**config.mk**
```make
export PLATFORM = sky130hd
export DESIGN_NAME = byte_recurrence_checksum_flat
export DESIGN_NICKNAME = d
export VERILOG_FILES = /design/src/rtl/brc_pkg.sv /design/src/rtl/brc_stream_if.sv /design/src/rtl/byte_recurrence_checksum.sv /design/src/flat_wrapper.sv
export SDC_FILE = /design/constraint.sdc
export NUM_CORES = 1
export LEC_CHECK = 0
export ABC_CLOCK_PERIOD_IN_PS = 35600
export BUFFER_PORTS_ARGS = -buffer_cell sky130_fd_sc_hd__buf_2
export CAP_MARGIN = 20
export CELL_PAD_IN_SITES_DETAIL_PLACEMENT = 2
export CELL_PAD_IN_SITES_GLOBAL_PLACEMENT = 2
export CORE_MARGIN = 2
export CORE_UTILIZATION = 44
export CTS_CLUSTER_DIAMETER = 50
export DETAILED_ROUTE_END_ITERATION = 10
export GPL_TIMING_DRIVEN = 0
export PLACE_DENSITY_LB_ADDON = 0.1
export SYNTH_ARGS = -nofsm -noshare
export SYNTH_HDL_FRONTEND = slang
export SYNTH_SLANG_ARGS = --single-unit
```
**constraint.sdc**
```tcl
create_clock -name clk -period 35.6 [get_ports clk]
set_input_delay 1.78 -clock clk [delete_from_list [all_inputs] [get_ports clk]]
set_output_delay 1.78 -clock clk [all_outputs]
set_load 0.01 [all_outputs]
```
**src/rtl/brc_pkg.sv**
```systemverilog
`timescale 1ns / 1ps
// ----------------------------------------------------------------------------
// brc_pkg
// widths and constants shared by the byte recurrence checksum block
// ----------------------------------------------------------------------------
package brc_pkg;

	localparam int BYTE_W = 8;
	localparam int TERM_W = 16;

	// first term of a message is byte + INIT_OFFSET
	localparam logic [TERM_W-1:0] INIT_OFFSET = 16'd7;
	localparam logic [TERM_W-1:0] INIT_PREV   = 16'd1;

	// per-position coefficient steps, both taken mod 256
	localparam logic [BYTE_W-1:0] ALPHA_STEP = 8'd17;
	localparam logic [BYTE_W-1:0] BETA_STEP  = 8'd31;

	// checksum modulus 2^16 - 1
	localparam logic [TERM_W:0] CHK_MOD  = 17'd65535;
	localparam logic [TERM_W:0] TWO_P16  = 17'd65536;

	typedef logic [BYTE_W-1:0] byte_t;
	typedef logic [TERM_W-1:0] term_t;

endpackage

```
**src/rtl/brc_stream_if.sv**
```systemverilog
`timescale 1ns / 1ps
// ----------------------------------------------------------------------------
// brc_stream_if
// valid/ready channels for message bytes and for checksum words
// ----------------------------------------------------------------------------
interface brc_in_if;
	logic          valid;
	logic          ready;
	brc_pkg::byte_t data_byte;
	logic          last_byte;

	modport source (output valid, output data_byte, output last_byte, input ready);
	modport sink   (input valid, input data_byte, input last_byte, output ready);
endinterface

interface brc_out_if;
	logic          valid;
	logic          ready;
	brc_pkg::term_t checksum;

	modport source (output valid, output checksum, input ready);
	modport sink   (input valid, input checksum, output ready);
endinterface

```
**src/rtl/byte_recurrence_checksum.sv**
```systemverilog
`timescale 1ns / 1ps
// ----------------------------------------------------------------------------
// byte_recurrence_checksum
// 16-bit checksum from a second-order recurrence over a byte message
// ----------------------------------------------------------------------------
// One byte word is taken per cycle on msg when not stalled; the word with
// last_byte yields one checksum word on sum through the input register and
// then the result register. The first byte of a message loads the current
// term with byte + 7 and the previous term with 1; each later byte at
// position i folds in ((byte + 17i) * current - 31i * previous) mod 65535,
// with both coefficients taken mod 256 and a negative difference D giving
// (D + 1) mod 65535. Throughput is one byte per cycle while no last byte
// stalls, set by the combinational multiply/fold loop that feeds the term
// registers back to themselves. A finished checksum may wait in the result
// register while more bytes are taken; only a second last byte stalls until
// it is read. After each checksum the block is ready for a new message.
module byte_recurrence_checksum (
	input  logic            clk,
	input  logic            arst_n,
	brc_in_if.sink          msg,
	brc_out_if.source       sum
);

	// input register
	logic           valid_s1;
	brc_pkg::byte_t byte_s1;
	logic           last_s1;

	// recurrence state
	brc_pkg::term_t cur_q;
	brc_pkg::term_t prev_q;
	brc_pkg::byte_t alpha_q;   // 17 * position mod 256
	brc_pkg::byte_t beta_q;    // 31 * position mod 256
	logic           first_q;

	// result register
	logic           out_valid_q;
	brc_pkg::term_t checksum_q;

	// datapath
	logic [8:0]     factor;
	logic [24:0]    plus;
	logic [23:0]    minus;
	logic           non_neg;
	logic [24:0]    mag;
	logic [16:0]    fold;
	brc_pkg::term_t mag_mod;
	logic [16:0]    neg_raw;
	logic [16:0]    neg_mod;
	brc_pkg::term_t next_term;
	brc_pkg::term_t new_cur;

	logic s1_fire;
	logic out_free;

	// result slot is free if empty or being read this cycle
	assign out_free = !out_valid_q || sum.ready;
	// a non-last byte never needs the result slot
	assign s1_fire  = valid_s1 && (!last_s1 || out_free);
	assign msg.ready = !valid_s1 || s1_fire;

	// product terms: 9x16 and 8x16 bits
	assign factor = {1'b0, byte_s1} + {1'b0, alpha_q};
	assign plus   = {16'b0, factor} * {9'b0, cur_q};
	assign minus  = {16'b0, beta_q} * {8'b0, prev_q};

	assign non_neg = plus >= {1'b0, minus};
	assign mag     = non_neg ? (plus - {1'b0, minus}) : ({1'b0, minus} - plus);

	// 2^16 = 1 mod 65535, so high and low halves add; one correction suffices
	assign fold    = {8'b0, mag[24:16]} + {1'b0, mag[15:0]};
	assign mag_mod = (fold >= brc_pkg::CHK_MOD) ? 16'(fold - brc_pkg::CHK_MOD) : fold[15:0];

	// negative difference: (65536 - |D| mod 65535) mod 65535
	assign neg_raw = brc_pkg::TWO_P16 - {1'b0, mag_mod};
	assign neg_mod = (neg_raw >= brc_pkg::CHK_MOD) ? (neg_raw - brc_pkg::CHK_MOD) : neg_raw;

	assign next_term = non_neg ? mag_mod : neg_mod[15:0];
	assign new_cur   = first_q ? ({8'b0, byte_s1} + brc_pkg::INIT_OFFSET) : next_term;

	// input register control
	always_ff @(posedge clk or negedge arst_n) begin
		if (!arst_n) begin
			valid_s1 <= 1'b0;
		end else if (msg.ready) begin
			valid_s1 <= msg.valid;
		end
	end

	// payload, no reset
	always_ff @(posedge clk) begin
		if (msg.valid && msg.ready) begin
			byte_s1 <= msg.data_byte;
			last_s1 <= msg.last_byte;
		end
	end

	// recurrence state update
	always_ff @(posedge clk or negedge arst_n) begin
		if (!arst_n) begin
			cur_q   <= '0;
			prev_q  <= brc_pkg::INIT_PREV;
			alpha_q <= '0;
			beta_q  <= '0;
			first_q <= 1'b1;
		end else if (s1_fire) begin
			if (last_s1) begin
				// end of message, back to start state
				cur_q   <= '0;
				prev_q  <= brc_pkg::INIT_PREV;
				alpha_q <= '0;
				beta_q  <= '0;
				first_q <= 1'b1;
			end else if (first_q) begin
				// next byte sits at position one
				cur_q   <= new_cur;
				prev_q  <= brc_pkg::INIT_PREV;
				alpha_q <= brc_pkg::ALPHA_STEP;
				beta_q  <= brc_pkg::BETA_STEP;
				first_q <= 1'b0;
			end else begin
				cur_q   <= new_cur;
				prev_q  <= cur_q;
				alpha_q <= alpha_q + brc_pkg::ALPHA_STEP;
				beta_q  <= beta_q + brc_pkg::BETA_STEP;
			end
		end
	end

	// result register
	always_ff @(posedge clk or negedge arst_n) begin
		if (!arst_n) begin
			out_valid_q <= 1'b0;
		end else if (s1_fire && last_s1) begin
			out_valid_q <= 1'b1;
		end else if (sum.ready) begin
			out_valid_q <= 1'b0;
		end
	end

	always_ff @(posedge clk) begin
		if (s1_fire && last_s1) begin
			checksum_q <= new_cur;
		end
	end

	assign sum.valid    = out_valid_q;
	assign sum.checksum = checksum_q;

	// a last byte must never overwrite a checksum still waiting
	a_no_overwrite: assert property (@(posedge clk) disable iff (!arst_n)
		s1_fire && last_s1 |-> out_free)
		else $error("checksum overwritten before read");

	// a message ends with the state back at its start
	a_restart: assert property (@(posedge clk) disable iff (!arst_n)
		s1_fire && last_s1 |=> first_q && prev_q == brc_pkg::INIT_PREV)
		else $error("state not cleared after last byte");

	// terms stay inside the modulus once a message is running
	a_term_range: assert property (@(posedge clk) disable iff (!arst_n)
		!first_q |-> cur_q != 16'hFFFF && prev_q != 16'hFFFF)
		else $error("recurrence term out of range");

	// a pending byte that cannot advance stays in the input register
	a_s1_hold: assert property (@(posedge clk) disable iff (!arst_n)
		valid_s1 && !s1_fire |=> valid_s1 && $stable(byte_s1) && $stable(last_s1))
		else $error("stalled byte lost from input register");

endmodule

```
**src/flat_wrapper.sv**
```systemverilog
// flat-port wrapper written by rule: the top's interface ports become plain ports
module byte_recurrence_checksum_flat 
  (clk, arst_n, msg_valid, msg_data_byte, msg_last_byte, msg_ready, sum_valid, sum_checksum, sum_ready);
  brc_in_if msg_i ();
  brc_out_if sum_i ();
  input  logic clk;
  input  logic arst_n;
  input wire logic [$bits(msg_i.valid)-1:0] msg_valid;
  input wire logic [$bits(msg_i.data_byte)-1:0] msg_data_byte;
  input wire logic [$bits(msg_i.last_byte)-1:0] msg_last_byte;
  output wire logic [$bits(msg_i.ready)-1:0] msg_ready;
  output wire logic [$bits(sum_i.valid)-1:0] sum_valid;
  output wire logic [$bits(sum_i.checksum)-1:0] sum_checksum;
  input wire logic [$bits(sum_i.ready)-1:0] sum_ready;
  assign msg_i.valid = msg_valid;
  assign msg_i.data_byte = msg_data_byte;
  assign msg_i.last_byte = msg_last_byte;
  assign msg_ready = msg_i.ready;
  assign sum_valid = sum_i.valid;
  assign sum_checksum = sum_i.checksum;
  assign sum_i.ready = sum_ready;
  byte_recurrence_checksum u_core (.clk(clk), .arst_n(arst_n), .msg(msg_i), .sum(sum_i));
endmodule
```
---- After elaboration in Yosys (flattened, before gate mapping) ----
Cells that the tools add are included.
cells by class
  magnitude comparators ................... 3
  $mul .................................... 2
  $add $sub $neg .......................... 10
  mux-type cells .......................... 15
  reduce and logical (&&, ||, !) cells .... 10
operators with widths
  cell                                                                 number
  2-to-1 mux 16 bit                                                    7
  greater-or-equal comparator 17 x 16 -> 1 bit, second input constant  2
  2-to-1 mux 8 bit                                                     4
  subtractor 16 bit, second input constant                             2
  greater-or-equal comparator 25 x 24 -> 1 bit                         1
  multiplier 9 x 16 -> 25 bit                                          1
  2-to-1 mux 25 bit                                                    1
  subtractor 24 x 25 -> 25 bit                                         1
  subtractor 25 x 24 -> 25 bit                                         1
  multiplier 8 x 16 -> 24 bit                                          1
  adder 9 x 16 -> 17 bit                                               1
  subtractor 17 x 16 -> 17 bit, first input constant                   1
  adder 8 x 5 -> 8 bit, second input constant                          2
  adder 8 x 3 -> 9 bit, second input constant                          1
  adder 8 x 8 -> 9 bit                                                 1
  logical AND 1 bit                                                    3
  logical NOT 1 bit                                                    3
  logical OR 1 bit                                                     3
  2-to-1 mux 1 bit                                                     3
  nonzero test 2 bit                                                   1
word-level totals
  word-level logic and storage cells ...... 50
  register bits after elaboration ......... 76
  bits of input ports ..................... 13
  output and inout bits ................... 18

---- Logic depth before layout (Yosys ltp) ----
  depth in word-level cells ............... 13
  depth in mapped cells ................... 81
  gate-level depth less buffers ........... 73

---- Worst setup path before layout ----
OpenSTA, ideal clock, no wires.
  path kind ............................... reg2reg
  start ................................... register u_core.alpha_q[0]
  end ..................................... register u_core.checksum_q[3], in the netlist u_core.sum.checksum[3] (data pin)
  setup time .............................. 0.255 ns
  clock period less this slack ............ 16.077 ns
  data arrival time ....................... 15.822 ns
  slack ................................... 19.523 ns
  data required time ...................... 35.345 ns
  buffers on the path ..................... 5
  stages on the path, launching flop included .. 72
  cell sequence ........................... dfrtp_1 ha_1 inv_1 fa_1 inv_1 a21oi_1 o21ai_0 a21oi_1 nor2_1 o21ai_0 nand2b_1 a21o_1 clkbuf_1 nand2_1 fa_1 fa_1 inv_1 fa_1 [36 not listed] nor2_1 nor2_1 mux2_2 nand2_1 a32oi_1 o41ai_1 mux2i_1 ha_1 nand3_1 nor4_1 nor3_2 nor3_1 nand3_2 or4_1 a21boi_2 o211ai_2 a41o_1 and2_1
on the way
  longest elaborated chain between the ends .. 12
  elaborated cells on any way between the ends .. 16
  classes of those cells .................. add/sub (7); mul (1); order compare (3); mux (5)
RTL lines
  element                                                                            RTL line                         source
  from (decl)                                                                        byte_recurrence_checksum.sv:32   brc_pkg::byte_t alpha_q;
  from (signal assigned)                                                             byte_recurrence_checksum.sv:118  alpha_q <= brc_pkg::ALPHA_STEP;
  from (signal assigned)                                                             byte_recurrence_checksum.sv:124  alpha_q <= alpha_q + brc_pkg::ALPHA_STEP;
  adder 8 x 8 -> 9 bit *                                                             byte_recurrence_checksum.sv:63   assign factor = {1'b0, byte_s1} + {1'b0, alpha_q};
  multiplier 9 x 16 -> 25 bit *                                                      byte_recurrence_checksum.sv:64   assign plus = {16'b0, factor} * {9'b0, cur_q};
  subtractor 24 x 25 -> 25 bit, or another cell as far along                         byte_recurrence_checksum.sv:68   assign mag = non_neg ? (plus - {1'b0, minus}) : ({1'b0, minus} - plus);
  2-to-1 mux 25 bit                                                                  byte_recurrence_checksum.sv:68
  adder 9 x 16 -> 17 bit                                                             byte_recurrence_checksum.sv:71   assign fold = {8'b0, mag[24:16]} + {1'b0, mag[15:0]};
  subtractor 16 bit or greater-or-equal comparator 17 x 16 -> 1 bit (tied branches)  byte_recurrence_checksum.sv:72   assign mag_mod = (fold >= brc_pkg::CHK_MOD) ? 16'(fold - brc_pkg::CHK_MOD) : fold[15:0];
  2-to-1 mux 16 bit                                                                  byte_recurrence_checksum.sv:72
  subtractor 17 x 16 -> 17 bit                                                       byte_recurrence_checksum.sv:75   assign neg_raw = brc_pkg::TWO_P16 - {1'b0, mag_mod};
  subtractor 16 bit or greater-or-equal comparator 17 x 16 -> 1 bit (tied branches)  byte_recurrence_checksum.sv:76   assign neg_mod = (neg_raw >= brc_pkg::CHK_MOD) ? (neg_raw - brc_pkg::CHK_MOD) : neg_raw;
  2-to-1 mux 16 bit                                                                  byte_recurrence_checksum.sv:76
  2-to-1 mux 16 bit *                                                                byte_recurrence_checksum.sv:78   assign next_term = non_neg ? mag_mod : neg_mod[15:0];
  2-to-1 mux 16 bit *                                                                byte_recurrence_checksum.sv:79   assign new_cur = first_q ? ({8'b0, byte_s1} + brc_pkg::INIT_OFFSET) : next_term;
  via u_core.new_cur[3]                                                              byte_recurrence_checksum.sv:51   brc_pkg::term_t new_cur;
  to (signal assigned)                                                               byte_recurrence_checksum.sv:143  checksum_q <= new_cur;
  to (decl)                                                                          byte_recurrence_checksum.sv:38   brc_pkg::term_t checksum_q;
The timed path passes the listed nets; every way through them passes the cells marked *.
A chain may end at the register's enable or synchronous reset.

---- Worst setup path after layout ----
  start ................................... register u_core.byte_s1[0]
  end ..................................... register u_core.cur_q[9]
on the way
  longest elaborated chain between the ends .. 13
  elaborated cells on any way between the ends .. 17
  classes of those cells .................. add/sub (7); mul (1); order compare (3); mux (6)
RTL lines
  element                                                                            RTL line                         source
  from (decl)                                                                        byte_recurrence_checksum.sv:26   brc_pkg::byte_t byte_s1;
  from (signal assigned)                                                             byte_recurrence_checksum.sv:93   byte_s1 <= msg.data_byte;
  adder 8 x 8 -> 9 bit *                                                             byte_recurrence_checksum.sv:63
  multiplier 9 x 16 -> 25 bit *                                                      byte_recurrence_checksum.sv:64
  subtractor 24 x 25 -> 25 bit, or another cell as far along                         byte_recurrence_checksum.sv:68
  2-to-1 mux 25 bit                                                                  byte_recurrence_checksum.sv:68
  adder 9 x 16 -> 17 bit                                                             byte_recurrence_checksum.sv:71
  subtractor 16 bit or greater-or-equal comparator 17 x 16 -> 1 bit (tied branches)  byte_recurrence_checksum.sv:72
  2-to-1 mux 16 bit                                                                  byte_recurrence_checksum.sv:72
  subtractor 17 x 16 -> 17 bit                                                       byte_recurrence_checksum.sv:75
  subtractor 16 bit or greater-or-equal comparator 17 x 16 -> 1 bit (tied branches)  byte_recurrence_checksum.sv:76
  2-to-1 mux 16 bit                                                                  byte_recurrence_checksum.sv:76
  2-to-1 mux 16 bit *                                                                byte_recurrence_checksum.sv:78
  2-to-1 mux 16 bit *                                                                byte_recurrence_checksum.sv:79
  2-to-1 mux 16 bit *                                                                byte_recurrence_checksum.sv:107  if (last_s1) begin
  to (signal assigned)                                                               byte_recurrence_checksum.sv:116  cur_q <= new_cur;
  to (signal assigned)                                                               byte_recurrence_checksum.sv:122  cur_q <= new_cur;
  to (decl)                                                                          byte_recurrence_checksum.sv:30   brc_pkg::term_t cur_q;
Mark *: on every way between the ends. The rest lies on a longest branch, timed or not.

==> impl.org <==
** Logic synthesis
- Post-synth EDFFs :: 25
- Number of synthesized register bits :: 76
- A synthesized cell averages roughly 8 sq um.
- The most common cell in the synthesized netlist is sky130_fd_sc_hd__inv_1.
- Of the post-synthesis cell area, the dominant cell type holds 22.23%.
- Share of synthesized flip-flops with an asynchronous set or reset :: 67.11%
- Cell taking the most area after synthesis :: sky130_fd_sc_hd__fa_1
- For this run, the leading register cell type out of synthesis is sky130_fd_sc_hd__dfrtp_1.
- Sequential elements use between 10 and 15% of the synthesized area.
- Post-Synthesis Net Count :: around 2400
- Post-synth top cells :: sky130_fd_sc_hd__inv_1 (279), sky130_fd_sc_hd__nand2_1 (228), sky130_fd_sc_hd__fa_1 (187)
- Post-Syn Instances :: roughly 2100
- Distinct cell type count after synthesis :: 92
- For this run, the number of Yosys warnings is 0.
- Top post-synthesis cells by area :: sky130_fd_sc_hd__fa_1 (22%), sky130_fd_sc_hd__ha_1 (12%), sky130_fd_sc_hd__dfrtp_1 (7.3%)
- Syn Std Cell Area :: approximately 0.017 sq mm

** Clock tree
- In this run the deepest clock path goes through 2 buffers.
- TritonCTS built the clock tree.
- CTS root buf :: sky130_fd_sc_hd__clkbuf_16
- Number of setup buffers added after CTS :: 0
- CTS hold repair buffers :: 0
- CTS saw between 70 and 80 sinks.
- Number of CTS-inserted buffers :: 9
- Clock latency on the worst-skew pair, taken at its later pin, is between 0.3 and 0.4 ns.
- Total number of H-tree levels :: 3
- Clock-pin slew was measured on the worst setup and hold paths at 0.07 ns.
- Once the clock tree was built, the resizer swapped 0 gates to a different size.

** Setup path
- Of all nets on the critical path, the largest fanout is 10.
- Capturing element type of the critical path :: register
- For the worst setup path, the data required time is 35.82 ns.
- Sort of element at the start of the critical path :: register
- The setup path with the least slack is of type register to register.
- Counting stages on the worst path, the most repeated cell is sky130_fd_sc_hd__a21oi_1.
- In this design, the stage delay of the slowest critical-path cell is 1.04 ns.
- Together, buffers and inverters on the worst path number 9.
- Cell with the largest stage delay on the worst path :: sky130_fd_sc_hd__o41ai_1
- The cell family contributing the most delay on the critical path is compound AO/OA/AOI/OAI gates.
- Arrival @ worst endpoint :: between 20 and 25 ns

** Global route
- Global routing used roughly 38% of the available tracks.
- Number of global-route vias before repair :: approximately 18000
- Entering global routing, the biggest net connects 38 pins.
- Overflow left after global routing :: 0
- First-pass GRT wire length :: 112000 um
- The initial antenna violation count came to 1.

** Finish
- Share of final-layout standard cells stronger than drive strength 1 :: between 4 and 5%
- Layout Cells excl Fill :: ~2600
- Compared with the post-synthesis result, the final layout area differs by 6.999%.
- The filler cells instantiated in the layout total 4312.
- At the end of the flow, the number of nets in the layout was ~2500.

** Route
- DRC violation count after routing :: 0
- Count of vias placed by the detailed router :: approximately 16000
- Wirelength, routed :: 73670 um
- Routed Antenna Nets :: 0
- DRT Pass-1 Iters :: 5
- Number of design-rule violations left by the first detailed-router iteration :: around 1100
- Per-cell via count in the routed design :: roughly 6.2
- Per-cell routed wire length :: about 28 um

** Timing
- Slew HR :: a little over a quarter
- Fmax :: ~43 MHz
- Period minus WS final :: roughly 23 ns
- Final hold analysis gives a worst-case slack of around 0.56 ns.
- For the final routed database, the setup TNS stands at 0 ns.
- Smallest setup slack after layout :: ~12 ns
- Total of endpoints with negative setup slack in the final report :: 0
- The final count of pins violating max slew was 0.
- Fin crit share :: between 60 and 70%
- The final number of hold-violating endpoints came to 0.
- Setup repair after global routing left no endpoint under its margin.
- Max Clock Skew :: about 0.017 ns
- Slew at the pin with the worst max-slew slack :: 1.092 ns

** Placed design
- Global placer's final weighted congestion :: a little over 0.9
- The HPWL after detailed placement is ~57000 um.
- Minimum setup slack after placement :: between 10 and 15 ns
- In this run the tool buffered the top-level ports with 30 buffer cells.
- The number of placed instances, taps included, is 2597.

** Floorplanning
- In this run the core area contains 71 standard-cell rows.
- For this design the top-level I/O count stands at 31.
- Die footprint :: 0.03985 sq mm
- For this configuration, the core starts out at a cell density of 44.71%.
- The floorplan step defined a core boundary enclosing 0.03767 sq mm.
- The die is approximately 200 um tall.
- In this run the horizontal extent of the chip is 199.6 um.

** Run status
- Outcome :: completed

** Min path
- The worst hold path belongs to the class register to register.

** Run
- Max Cap Violations :: 0
==> kinds of logic after synthesis <==
family | count (synthesis) | synth area share [%]
and+or+nand+nor | 668 | 20.27
AOI/OAI and AO/OA | 464 | 18.50
buffers and inverters | 378 | 8.537
adders and majority gates | 348 | 34.19
xor gates and xnor gates | 97 | 5.045
DFF | 76 | 12.05
muxes | 23 | 1.404
==> layout make-up <==
type / instances / area, sq um / share of cell area, %
Tap cell: 511 / 639.4 / 3.548
Clock buffer: 13 / 304.0 / 1.687
Antenna cell: 1 / 2.502 / 0.01389
Sequential cell: 76 / 2029 / 11.26
Buffer: 99 / 390.4 / 2.167
Timing Repair Buffer: 33 / 185.2 / 1.028
Inverter: 279 / 1047 / 5.812
Clock inverter: 3 / 47.55 / 0.2639
Multi-Input combinational cell: 1600 / 13370 / 74.22
==> sequential cells by signal, summed over array words and instances, names as in the netlist <==
signal	cells
u_core.cur_q	16
u_core.prev_q	16
u_core.sum.checksum	16
u_core.alpha_q	8
u_core.beta_q	8
u_core.byte_s1	8
u_core.first_q	1
u_core.last_s1	1
u_core.sum.valid	1
u_core.valid_s1	1
==> path summary, 6_finish.rpt <==
kind,cells after the start,start,slack (ns),endpoint
max,71,u_core.byte_s1[0]$_DFFE_PP_,12.13,u_core.cur_q[9]$_DFFE_PN0P_
min,1,u_core.alpha_q[3]$_DFFE_PN0P_,0.56,u_core.alpha_q[3]$_DFFE_PN0P_
max reg2reg,71,u_core.byte_s1[0]$_DFFE_PP_,12.13,u_core.cur_q[9]$_DFFE_PN0P_
min reg2reg,1,u_core.alpha_q[3]$_DFFE_PN0P_,0.56,u_core.alpha_q[3]$_DFFE_PN0P_
max in group asynchronous,2,arst_n,33.68,u_core.prev_q[0]$_DFFE_PN1P_
min in group asynchronous,1,arst_n,1.32,u_core.beta_q[1]$_DFFE_PN0P_
==> cells in the final DEF, fill, tap and decap left out, types with 30 or more instances in the layout <==
master	count
sky130_fd_sc_hd__fa_1	187
sky130_fd_sc_hd__and2_1	149
sky130_fd_sc_hd__a21oi_1	129
sky130_fd_sc_hd__xnor2_1	63
sky130_fd_sc_hd__a21o_1	50
sky130_fd_sc_hd__dfrtp_1	49
sky130_fd_sc_hd__nor2_1	101
sky130_fd_sc_hd__ha_1	161
sky130_fd_sc_hd__clkbuf_1	84
sky130_fd_sc_hd__xor2_1	34
sky130_fd_sc_hd__buf_2	39
sky130_fd_sc_hd__o21bai_1	30
sky130_fd_sc_hd__nand2_1	228
sky130_fd_sc_hd__o21ai_0	89
sky130_fd_sc_hd__inv_1	279
==> worst register-to-register path: cells and delay by family, from the launching register on <==
kind | cells | cell delay [ns]
AO/OA/AOI/OAI | 28 | 8.03
XOR/XNOR | 4 | 1.37
adder cells (fa/ha/maj) | 10 | 4.40
buffers and inverters | 9 | 3.61
flip-flops | 1 | 0.51
multiplexers | 3 | 1.16
AND/OR/NAND/NOR | 17 | 4.25
==> per-layer routing <==
| layer | global-route usage [%] | share of wire, % | routed length, um | vias up |
|---|---|---|---|---|
| li1 | - | - | - | 6947 |
| met2 | 65.03 | 49 | 36220 | 612 |
| met4 | 20.80 | 5.6 | 4159 | 0 |
| met5 | 0 | 0 | 0 | - |
| met3 | 5.418 | 5.3 | 3879 | 228 |
| met1 | 45.65 | 40 | 29410 | 8352 |
==> per-stage QoR <==
step                      area [sq um]  utilization, %
after global placement           17630           46.80
after floorplan                  16840               -
after global routing             18020           47.83
after CTS                        18010           47.81
after detailed placement         17660           46.88
final                            18020           47.84
Power is left out: the tool's default activity adds up to more than one toggle a clock period on the data nets, which glitch-free logic cannot reach.
